### src/hdl/bsrc_pkg.sv
`timescale 1ns / 1ps

package bsrc_pkg;

  localparam int MAX_PROCESSES = 10;
  localparam int MAX_RESOURCES = 10;

  localparam int PIDX_W    = $clog2(MAX_PROCESSES);
  localparam int RIDX_W    = $clog2(MAX_RESOURCES);
  localparam int PCNT_W    = $clog2(MAX_PROCESSES + 1);
  localparam int RCNT_W    = $clog2(MAX_RESOURCES + 1);
  localparam int MEM_DEPTH = MAX_PROCESSES * MAX_RESOURCES;
  localparam int ADDR_W    = $clog2(MEM_DEPTH);
  // available plus one allocation row per process, never wraps
  localparam int WORK_W    = $clog2(255 * (MAX_PROCESSES + 1) + 1);

  localparam int CFG_W = 4;

  typedef enum logic [2:0] {
    OP_ALLOC   = 3'd0,
    OP_MAX     = 3'd1,
    OP_AVAIL   = 3'd2,
    OP_REQUEST = 3'd3,
    OP_CHECK   = 3'd4
  } op_e;

  typedef enum logic [2:0] {
    STS_SAFE       = 3'd0,
    STS_UNSAFE     = 3'd1,
    STS_GRANTED    = 3'd2,
    STS_DENY_NEED  = 3'd3,
    STS_DENY_AVAIL = 3'd4
  } status_e;

  typedef enum logic {
    CFG_PROCESS_COUNT  = 1'b0,
    CFG_RESOURCE_COUNT = 1'b1
  } cfg_e;

  typedef enum logic [3:0] {
    ST_IDLE,
    ST_REQ_RD,
    ST_REQ_CMP,
    ST_INIT,
    ST_SEL,
    ST_FIT_RD,
    ST_FIT_CMP,
    ST_ADD_RD,
    ST_ADD,
    ST_COMMIT_RD,
    ST_COMMIT_WR,
    ST_EMIT
  } st_e;

  typedef struct packed {
    logic [2:0] operation;
    logic [3:0] process;
    logic [3:0] resource;
    logic [7:0] amount;
    logic       last_element;
  } item_t;

  typedef struct packed {
    logic [2:0] status;
    logic [3:0] process_id;
    logic       in_sequence;
    logic       last;
  } result_t;

  function automatic logic [ADDR_W-1:0] addr_of(logic [PIDX_W-1:0] p,
                                                logic [RIDX_W-1:0] r);
    return ADDR_W'(p) * ADDR_W'(MAX_RESOURCES) + ADDR_W'(r);
  endfunction

endpackage

### src/hdl/bankers_safety_and_request_check.sv
`timescale 1ns / 1ps
// Banker's algorithm engine: allocation / max-claim / available stores, a
// staged resource request, and a safety check that emits the safe sequence.
// Input channel: a beat is taken at a rising edge with start_i high and
// busy_o low. Store writes (allocation, max claim, available) and non-final
// request elements finish in that edge and give no result; busy_o stays low.
// A final request element or a safety check raises busy_o until its last
// result beat has been issued.
// Result channel: one beat per cycle on result_o, marked by result_valid_o;
// a sequence is issued on consecutive cycles with last set on its final beat.
// The receiver cannot stall: every beat is valid for exactly one cycle.
// Datapath: the allocation and max-claim memories share one registered read
// address, so every element is read in one state and compared or added in the
// state that follows. A check loads work one resource at a time; each pass then
// visits the processes in turn, compares a not-yet-done one resource by
// resource and, if it fits, adds its allocation resource by resource. A request
// first checks need and availability per resource, then runs the check with the
// request applied and commits a grant per resource.
// Reset: all stores read as zero (per-entry valid bits on the memories),
// counts return to 10, no result is pending.
// Config: cfg_we_i writes process_count (index 0) or resource_count
// (index 1) at once; counts of 0 act as 1, counts above the maximum saturate.
module bankers_safety_and_request_check
  import bsrc_pkg::*;
(
  input  logic             clk_i,
  input  logic             rst_ni,
  input  logic             start_i,
  output logic             busy_o,
  input  item_t            item_i,
  input  logic             cfg_we_i,
  input  logic             cfg_idx_i,
  input  logic [CFG_W-1:0] cfg_wdata_i,
  output logic             result_valid_o,
  output result_t          result_o
);

  // configuration
  logic [CFG_W-1:0]  pc_q, rc_q;
  logic [PCNT_W-1:0] np;
  logic [RCNT_W-1:0] nr;

  // sequencer
  st_e               state_q, state_d;
  logic              req_q, req_d;
  logic [PIDX_W-1:0] pid_q, pid_d;
  logic [PCNT_W-1:0] i_q, i_d;
  logic [RIDX_W-1:0] j_q, j_d;
  logic [PCNT_W-1:0] n_q, n_d;
  logic [PIDX_W-1:0] k_q, k_d;
  logic              prog_q, prog_d;
  logic              nfail_q, nfail_d;
  logic              afail_q, afail_d;
  logic              single_q, single_d;
  status_e           status_q, status_d;
  logic [MAX_PROCESSES-1:0] done_q, done_d;

  // stores and scratch
  logic [7:0]        avail_q  [MAX_RESOURCES];
  logic [7:0]        avail_d  [MAX_RESOURCES];
  logic [7:0]        staged_q [MAX_RESOURCES];
  logic [7:0]        staged_d [MAX_RESOURCES];
  logic [WORK_W-1:0] work_q   [MAX_RESOURCES];
  logic [WORK_W-1:0] work_d   [MAX_RESOURCES];
  logic [PIDX_W-1:0] seq_q    [MAX_PROCESSES];
  logic [PIDX_W-1:0] seq_d    [MAX_PROCESSES];

  // result register
  logic              res_valid_q, res_valid_d;
  result_t           res_q, res_d;

  // allocation and max-claim memories, one shared read address
  logic [7:0]           alloc_mem [MEM_DEPTH];
  logic [7:0]           max_mem   [MEM_DEPTH];
  logic [MEM_DEPTH-1:0] alloc_vld_q, max_vld_q;
  logic                 alloc_rvld_q, max_rvld_q;
  logic [7:0]           alloc_rdata_q, max_rdata_q;
  logic [ADDR_W-1:0]    rd_addr;
  logic                 alloc_we, max_we;
  logic [ADDR_W-1:0]    alloc_waddr, max_waddr;
  logic [7:0]           alloc_wdata;

  // datapath values shared by the sequencer states
  logic [7:0]        alloc_rd, max_rd, alloc_eff, stg_j, diff_eff;
  logic              last_j, blocked;
  logic [ADDR_W-1:0] in_addr;
  logic              in_ok_p, in_ok_r;
  logic [RIDX_W-1:0] in_r;
  logic [PIDX_W-1:0] i_idx;

  // effective counts: 0 acts as 1, saturate at the store size
  always_comb begin
    if (pc_q == '0) begin
      np = PCNT_W'(1);
    end else if (32'(pc_q) > MAX_PROCESSES) begin
      np = PCNT_W'(MAX_PROCESSES);
    end else begin
      np = PCNT_W'(pc_q);
    end
    if (rc_q == '0) begin
      nr = RCNT_W'(1);
    end else if (32'(rc_q) > MAX_RESOURCES) begin
      nr = RCNT_W'(MAX_RESOURCES);
    end else begin
      nr = RCNT_W'(rc_q);
    end
  end

  assign busy_o         = (state_q != ST_IDLE);
  assign result_valid_o = res_valid_q;
  assign result_o       = res_q;

  assign in_ok_p = 32'(item_i.process) < MAX_PROCESSES;
  assign in_ok_r = 32'(item_i.resource) < MAX_RESOURCES;
  assign in_r    = RIDX_W'(item_i.resource);
  assign in_addr = addr_of(PIDX_W'(item_i.process), in_r);
  assign i_idx   = i_q[PIDX_W-1:0];

  // never-written entries read as zero
  assign alloc_rd = alloc_rvld_q ? alloc_rdata_q : 8'd0;
  assign max_rd   = max_rvld_q ? max_rdata_q : 8'd0;
  assign stg_j    = staged_q[j_q];
  assign last_j   = (RCNT_W'(j_q) + RCNT_W'(1)) == nr;

  // a pending request is seen by the check as already applied
  assign alloc_eff = (req_q && (i_q == PCNT_W'(pid_q))) ? alloc_rd + stg_j : alloc_rd;
  assign diff_eff  = max_rd - alloc_eff;
  assign blocked   = (max_rd > alloc_eff) && (WORK_W'(diff_eff) > work_q[j_q]);

  always_comb begin
    state_d     = state_q;
    req_d       = req_q;
    pid_d       = pid_q;
    i_d         = i_q;
    j_d         = j_q;
    n_d         = n_q;
    k_d         = k_q;
    prog_d      = prog_q;
    nfail_d     = nfail_q;
    afail_d     = afail_q;
    single_d    = single_q;
    status_d    = status_q;
    done_d      = done_q;
    avail_d     = avail_q;
    staged_d    = staged_q;
    work_d      = work_q;
    seq_d       = seq_q;
    res_valid_d = 1'b0;
    res_d       = res_q;
    rd_addr     = '0;
    alloc_we    = 1'b0;
    alloc_waddr = in_addr;
    alloc_wdata = item_i.amount;
    max_we      = 1'b0;
    max_waddr   = in_addr;

    case (state_q)
      ST_IDLE: begin
        if (start_i) begin
          case (item_i.operation)
            OP_ALLOC: begin
              alloc_we = in_ok_p && in_ok_r;
            end
            OP_MAX: begin
              max_we = in_ok_p && in_ok_r;
            end
            OP_AVAIL: begin
              if (in_ok_r) begin
                avail_d[in_r] = item_i.amount;
              end
            end
            OP_REQUEST: begin
              if (in_ok_r) begin
                staged_d[in_r] = item_i.amount;
              end
              if (item_i.last_element) begin
                req_d   = 1'b1;
                pid_d   = PIDX_W'(item_i.process);
                j_d     = '0;
                nfail_d = 1'b0;
                afail_d = 1'b0;
                if (32'(item_i.process) >= 32'(np)) begin
                  status_d = STS_DENY_NEED;
                  single_d = 1'b1;
                  k_d      = '0;
                  state_d  = ST_EMIT;
                end else begin
                  state_d = ST_REQ_RD;
                end
              end
            end
            OP_CHECK: begin
              req_d   = 1'b0;
              j_d     = '0;
              state_d = ST_INIT;
            end
            default: begin
            end
          endcase
        end
      end

      ST_REQ_RD: begin
        rd_addr = addr_of(pid_q, j_q);
        state_d = ST_REQ_CMP;
      end

      ST_REQ_CMP: begin
        // need is negative when allocation tops the claim: any request fails
        nfail_d = nfail_q || (max_rd < alloc_rd) || (stg_j > (max_rd - alloc_rd));
        afail_d = afail_q || (stg_j > avail_q[j_q]);
        if (last_j) begin
          j_d = '0;
          if (nfail_d) begin
            status_d = STS_DENY_NEED;
            single_d = 1'b1;
            k_d      = '0;
            state_d  = ST_EMIT;
          end else if (afail_d) begin
            status_d = STS_DENY_AVAIL;
            single_d = 1'b1;
            k_d      = '0;
            state_d  = ST_EMIT;
          end else begin
            state_d = ST_INIT;
          end
        end else begin
          j_d     = j_q + RIDX_W'(1);
          state_d = ST_REQ_RD;
        end
      end

      ST_INIT: begin
        work_d[j_q] = WORK_W'(avail_q[j_q]) - (req_q ? WORK_W'(stg_j) : WORK_W'(0));
        if (last_j) begin
          j_d     = '0;
          i_d     = '0;
          n_d     = '0;
          prog_d  = 1'b0;
          done_d  = '0;
          state_d = ST_SEL;
        end else begin
          j_d = j_q + RIDX_W'(1);
        end
      end

      ST_SEL: begin
        if (i_q == np) begin
          if (prog_q && (n_q < np)) begin
            i_d    = '0;
            prog_d = 1'b0;
          end else if (n_q == np) begin
            if (req_q) begin
              j_d     = '0;
              state_d = ST_COMMIT_RD;
            end else begin
              status_d = STS_SAFE;
              single_d = 1'b0;
              k_d      = '0;
              state_d  = ST_EMIT;
            end
          end else begin
            status_d = STS_UNSAFE;
            single_d = 1'b1;
            k_d      = '0;
            state_d  = ST_EMIT;
          end
        end else if (done_q[i_idx]) begin
          i_d = i_q + PCNT_W'(1);
        end else begin
          j_d     = '0;
          state_d = ST_FIT_RD;
        end
      end

      ST_FIT_RD: begin
        rd_addr = addr_of(i_idx, j_q);
        state_d = ST_FIT_CMP;
      end

      ST_FIT_CMP: begin
        if (blocked) begin
          i_d     = i_q + PCNT_W'(1);
          state_d = ST_SEL;
        end else if (last_j) begin
          j_d     = '0;
          state_d = ST_ADD_RD;
        end else begin
          j_d     = j_q + RIDX_W'(1);
          state_d = ST_FIT_RD;
        end
      end

      ST_ADD_RD: begin
        rd_addr = addr_of(i_idx, j_q);
        state_d = ST_ADD;
      end

      ST_ADD: begin
        work_d[j_q] = work_q[j_q] + WORK_W'(alloc_eff);
        if (last_j) begin
          done_d[i_idx]                = 1'b1;
          seq_d[n_q[PIDX_W-1:0]]       = i_idx;
          n_d                          = n_q + PCNT_W'(1);
          prog_d                       = 1'b1;
          i_d                          = i_q + PCNT_W'(1);
          state_d                      = ST_SEL;
        end else begin
          j_d     = j_q + RIDX_W'(1);
          state_d = ST_ADD_RD;
        end
      end

      ST_COMMIT_RD: begin
        rd_addr = addr_of(pid_q, j_q);
        state_d = ST_COMMIT_WR;
      end

      ST_COMMIT_WR: begin
        alloc_we     = 1'b1;
        alloc_waddr  = addr_of(pid_q, j_q);
        alloc_wdata  = alloc_rd + stg_j;
        avail_d[j_q] = avail_q[j_q] - stg_j;
        if (last_j) begin
          status_d = STS_GRANTED;
          single_d = 1'b0;
          k_d      = '0;
          state_d  = ST_EMIT;
        end else begin
          j_d     = j_q + RIDX_W'(1);
          state_d = ST_COMMIT_RD;
        end
      end

      ST_EMIT: begin
        res_valid_d         = 1'b1;
        res_d.status        = status_q;
        res_d.process_id    = single_q ? 4'd0 : 4'(seq_q[k_q]);
        res_d.in_sequence   = !single_q;
        res_d.last          = single_q || ((PCNT_W'(k_q) + PCNT_W'(1)) == n_q);
        if (res_d.last) begin
          state_d = ST_IDLE;
          // drop the staged request once it has been evaluated
          if (req_q) begin
            for (int r = 0; r < MAX_RESOURCES; r++) begin
              staged_d[r] = 8'd0;
            end
          end
        end else begin
          k_d = k_q + PIDX_W'(1);
        end
      end

      default: begin
        state_d = ST_IDLE;
      end
    endcase
  end

  // control, configuration, small stores and memory valid bits
  always_ff @(posedge clk_i or negedge rst_ni) begin
    if (!rst_ni) begin
      state_q      <= ST_IDLE;
      pc_q         <= CFG_W'(10);
      rc_q         <= CFG_W'(10);
      req_q        <= 1'b0;
      pid_q        <= '0;
      i_q          <= '0;
      j_q          <= '0;
      n_q          <= '0;
      k_q          <= '0;
      prog_q       <= 1'b0;
      nfail_q      <= 1'b0;
      afail_q      <= 1'b0;
      single_q     <= 1'b0;
      status_q     <= STS_SAFE;
      done_q       <= '0;
      res_valid_q  <= 1'b0;
      alloc_vld_q  <= '0;
      max_vld_q    <= '0;
      alloc_rvld_q <= 1'b0;
      max_rvld_q   <= 1'b0;
      for (int r = 0; r < MAX_RESOURCES; r++) begin
        avail_q[r]  <= 8'd0;
        staged_q[r] <= 8'd0;
      end
    end else begin
      state_q      <= state_d;
      req_q        <= req_d;
      pid_q        <= pid_d;
      i_q          <= i_d;
      j_q          <= j_d;
      n_q          <= n_d;
      k_q          <= k_d;
      prog_q       <= prog_d;
      nfail_q      <= nfail_d;
      afail_q      <= afail_d;
      single_q     <= single_d;
      status_q     <= status_d;
      done_q       <= done_d;
      res_valid_q  <= res_valid_d;
      avail_q      <= avail_d;
      staged_q     <= staged_d;
      alloc_rvld_q <= alloc_vld_q[rd_addr];
      max_rvld_q   <= max_vld_q[rd_addr];
      if (alloc_we) begin
        alloc_vld_q[alloc_waddr] <= 1'b1;
      end
      if (max_we) begin
        max_vld_q[max_waddr] <= 1'b1;
      end
      if (cfg_we_i) begin
        case (cfg_idx_i)
          CFG_PROCESS_COUNT:  pc_q <= cfg_wdata_i;
          CFG_RESOURCE_COUNT: rc_q <= cfg_wdata_i;
          default: begin
          end
        endcase
      end
    end
  end

  // payload registers
  always_ff @(posedge clk_i) begin
    res_q  <= res_d;
    work_q <= work_d;
    seq_q  <= seq_d;
  end

  // memories: one write, one registered read each
  always_ff @(posedge clk_i) begin
    if (alloc_we) begin
      alloc_mem[alloc_waddr] <= alloc_wdata;
    end
    if (max_we) begin
      max_mem[max_waddr] <= item_i.amount;
    end
    alloc_rdata_q <= alloc_mem[rd_addr];
    max_rdata_q   <= max_mem[rd_addr];
  end

  // a safe sequence goes out as one unbroken run of beats
  a_seq_contiguous: assert property (@(posedge clk_i) disable iff (!rst_ni)
    result_valid_o && !result_o.last |=> result_valid_o && result_o.in_sequence)
    else $error("safe sequence broken before its last beat");

  // a status-only beat always closes the run
  a_single_is_last: assert property (@(posedge clk_i) disable iff (!rst_ni)
    result_valid_o && !result_o.in_sequence |-> result_o.last)
    else $error("status beat without last");

  // never more sequence entries than processes in use
  a_count_bound: assert property (@(posedge clk_i) disable iff (!rst_ni)
    (state_q == ST_SEL || state_q == ST_FIT_RD || state_q == ST_FIT_CMP ||
     state_q == ST_ADD_RD || state_q == ST_ADD) |-> n_q <= np && i_q <= np)
    else $error("sequence counter beyond process count");

  // no commit of a request that failed its need or availability check
  a_commit_clean: assert property (@(posedge clk_i) disable iff (!rst_ni)
    state_q == ST_COMMIT_WR |-> req_q && !nfail_q && !afail_q)
    else $error("commit of a denied request");

endmodule

### config.mk
export PLATFORM = sky130hd
export DESIGN_NAME = bankers_safety_and_request_check
export DESIGN_NICKNAME = d
export VERILOG_FILES = /design/src/hdl/bsrc_pkg.sv /design/src/hdl/bankers_safety_and_request_check.sv
export SDC_FILE = /design/constraint.sdc
export NUM_CORES = 2
export LEC_CHECK = 0
export ABC_AREA = 1
export BUFFER_PORTS_ARGS = -buffer_cell sky130_fd_sc_hd__buf_2
export CAP_MARGIN = 20
export CELL_PAD_IN_SITES_DETAIL_PLACEMENT = 0
export CELL_PAD_IN_SITES_GLOBAL_PLACEMENT = 1
export CORE_ASPECT_RATIO = 0.75
export CORE_UTILIZATION = 40
export DETAILED_ROUTE_END_ITERATION = 6
export GPL_TIMING_DRIVEN = 0
export MAX_ROUTING_LAYER = met4
export PLACE_DENSITY_LB_ADDON = 0.1
export SETUP_SLACK_MARGIN = 0.15
export SLEW_MARGIN = 30
export SYNTH_ARGS = -nofsm -noshare
export SYNTH_HDL_FRONTEND = slang
export SYNTH_SLANG_ARGS = --single-unit
### constraint.sdc
create_clock -name clk_i -period 11.3 [get_ports clk_i]
set_clock_uncertainty 0.1 [all_clocks]
set_input_delay 2.26 -clock clk_i [delete_from_list [all_inputs] [get_ports clk_i]]
set_output_delay 2.26 -clock clk_i [all_outputs]
set_load 0.05 [all_outputs]
==> results.md <==
- Final Setup Violations: 0
- Worst-skew pair later-pin latency: 0.94 ns
- Vias per cell: 6.23
- Fin worst setup slack: 3.05 ns
- Unrepaired setup endpoints after global routing: no
- All-layer global routing usage: 39.7%
- Synth Instances: 8841
- Worst Hold Class: reg2reg
- Final wirelength: 478000 um
- Cts hold-fix bufs: 0
- Vias in the first global route: 70.2k
- Top cell type's share of synthesized area: 55.1%
- Reg clk slew, reported paths: 0.06 ns
- Dpl ws: 3.31 ns
- Top cells by count, synth: 1769 x edfxtp_1, 1337 x nand2_1, 1106 x o21ai_0
- Top FF cell, synth: edfxtp_1
- CP max-delay cell: clkbuf_1
- Post-DP HPWL: 356000 um
- Final Hold Viols: 0
- Drt pass-1 iters: 7
- P per Cell Area: 263 nW/um2
- Slew HR: 17.0%
- Die Wd: 569 um
- Final cycle utilization of the critical path: 73.0%
- Sequential share of the synthesized area: 66.2%
- Placed insts: 12.2k
- Top Ports: 40
- Sink Count: 2198
- Critical path endpoint category: flip-flop
- RD Place Congestion: 1.09
- Layout cells sized above 1: 13.4%
- Postcts setup bufs: 0
- CTS root buf: clkbuf_16
- DR iter-0 viols: 15.1k
- DR DRC count: 0
- Post-Layout Cell Count: 12.7k
- # fillers: 22.3k
- Yosys warns: 0
- WHS Path Cells: 0
- Register-to-Register Path Depth: 34
- Avg WL per Cell: 37.7 um
- Synth-to-Final Area Change: 15.2%
- Max-Cap Viols: 0
- Minimum clock period: 8.25 ns
- Most common cell in the synthesized netlist: edfxtp_1
- Synth cell types: 65
- Critical Path RT: 12.00 ns
- Port Buffers: 39
- Initial core utilization: 40.4%
- DR vias: 78.8k
- H-tree depth: 4
- Die ar.: 243000 um2
- Fin util: 46.5%
- TritonCTS clock tree: yes
- Crit-path most repeated cell: nand2_1
- Final Max Slew Viols: 0
- Initial antenna violation count: 67
- Clock tree buffer depth: 4
- Gr ovfl total: 0
- Crit Path Class: reg2reg
- Ys async rst share: 18.8%
- Cell Rows: 155
- EDFF count, synth: 1769
- First-pass GRT wire length: 628000 um
- Post-synthesis register bit count: 2198
- Antenna-violating nets left: 0
- Total CTS buffers: 229
- Synth area leaders: edfxtp_1 55%, dfrtp_1 11%, o21ai_0 5.7%, nand2_1 5.2%, nor2_1 4.0%
- Die Height: 427 um
- Worst-Margin Slew: 1.25 ns
- Area leader, netlist: edfxtp_1
- Critical path launch point type: flip-flop
- Core ar.: 239000 um2
- Largest net degree at the start of global routing: 86
- Worst path arrival time: 8.95 ns
- Nets: 9338
- Fmax achieved: 121 MHz
- Outcome: complete, no violations
- CP max FO: 10
- Synthesized area: 96400 um2
- Syn_area_per_cell: 10.9 um2
- Crit path largest cell delay: 0.73 ns
- VDD IR-drop max: 0.209 mV
- Resize count post-CTS: 0
- Pleak: 41.1 nW
- Syn Nets: 8977
## critical path: cells and delay by family (launching register included)
family                   cells  cell delay (ns)
buffers and inverters        6             2.50
XOR/XNOR                     2             0.42
AND/OR/NAND/NOR             17             2.15
flip-flops                   1             0.62
adder cells (fa/ha/maj)      3             1.02
AO/OA/AOI/OAI                6             1.30
## through the flow
step	cell area [um2]	setup TNS, ns	power (mW)	hold slack, ns
finish	111000	0	29.1	0.355
global route	111000	0	29.7	0.366
CTS	111000	0	28.3	0.354
detailed placement	103000	0	20.7	0.337
global placement	101000	-6333.34	20.5	0.337
floorplan	96400	0	15.1	0.324
## kinds of logic (layout without fill, tap and decap cells)
group	Yosys count	after routing	synth area share (%)
simple gates	3254	3254	14.4
flops	2198	2198	66.2
compound gates	2191	2191	13.1
buf+inv	1045	1592	4.39
fa+ha+maj	107	107	1.48
xor+xnor	45	45	0.409
mux	1	1	0.0104
other cells	0	53	0
## registers in the layout, summed over array words and instances (netlist names), 3 cells and up
name	flops
alloc_mem	800
max_mem	800
work_q	120
alloc_vld_q	100
max_vld_q	100
avail_q	80
staged_q	80
seq_q	40
done_q	10
result_o	9
alloc_rdata_q	8
max_rdata_q	8
i_idx	4
j_q	4
k_q	4
n_q	4
pc_q	4
pid_q	4
rc_q	4
state_q	4
status_q	3
## cells in the final DEF, fill, tap and decap left out, drive strengths merged, types with 55 or more instances in the layout
cell	count
a21oi	248
a31oi	55
buf	345
clkbuf	610
clkinv	93
dfrtp	409
edfxtp	1769
ha	95
inv	523
nand2	1348
nand3	550
nor2	1041
o211ai	241
o21ai	1159
o21bai	113
o22ai	264
or2	250
## final cells by class
type / count / area, um2 / share of cell area, %
Antenna cell: 53 / 133 / 0.119
Sequential cell: 2198 / 63800 / 57.5
Buffer: 516 / 2370 / 2.14
Clock inverter: 108 / 1010 / 0.913
Multi-Input combinational cell: 5598 / 29000 / 26.1
Clock buffer: 309 / 6290 / 5.67
Tap cell: 3218 / 4030 / 3.63
Timing Repair Buffer: 130 / 2390 / 2.15
Inverter: 529 / 1990 / 1.79
## path summary, 6_finish.rpt
kind | start | to | slack (ns)
setup / recovery | j_q[1] | j_q[1] | 3.05
hold reg to reg | status_q[1] | result_o[7] | 0.35
setup reg to reg | j_q[1] | j_q[1] | 3.05
hold / removal | status_q[1] | result_o[7] | 0.35
min in group asynchronous | rst_ni | k_q[1] | 1.24
max in group asynchronous | rst_ni | alloc_vld_q[59] | 8.57
## layer usage
metal / global-route usage, % / part of all wire, % / vias to the layer above / wire (um)
met5: - / 0 / - / 0
met4: 13.1 / 3.9 / 0 / 18400
met3: 19.7 / 17 / 909 / 82800
met2: 47.9 / 36 / 5820 / 174000
met1: 56.3 / 42 / 40000 / 202000
li1: - / - / 32100 / -
## report_power, final
part / internal [mW] / leakage, nW / total, mW / switching, mW
Sequential: 9.19 / 21.1 / 9.39 / 0.193
Combinational: 2.73 / 16.4 / 12.0 / 9.30
Clock: 4.30 / 3.61 / 7.72 / 3.42
Total: 16.2 / 41.1 / 29.1 / 12.9
No activity file was read; power rests on OpenSTA's default activity.
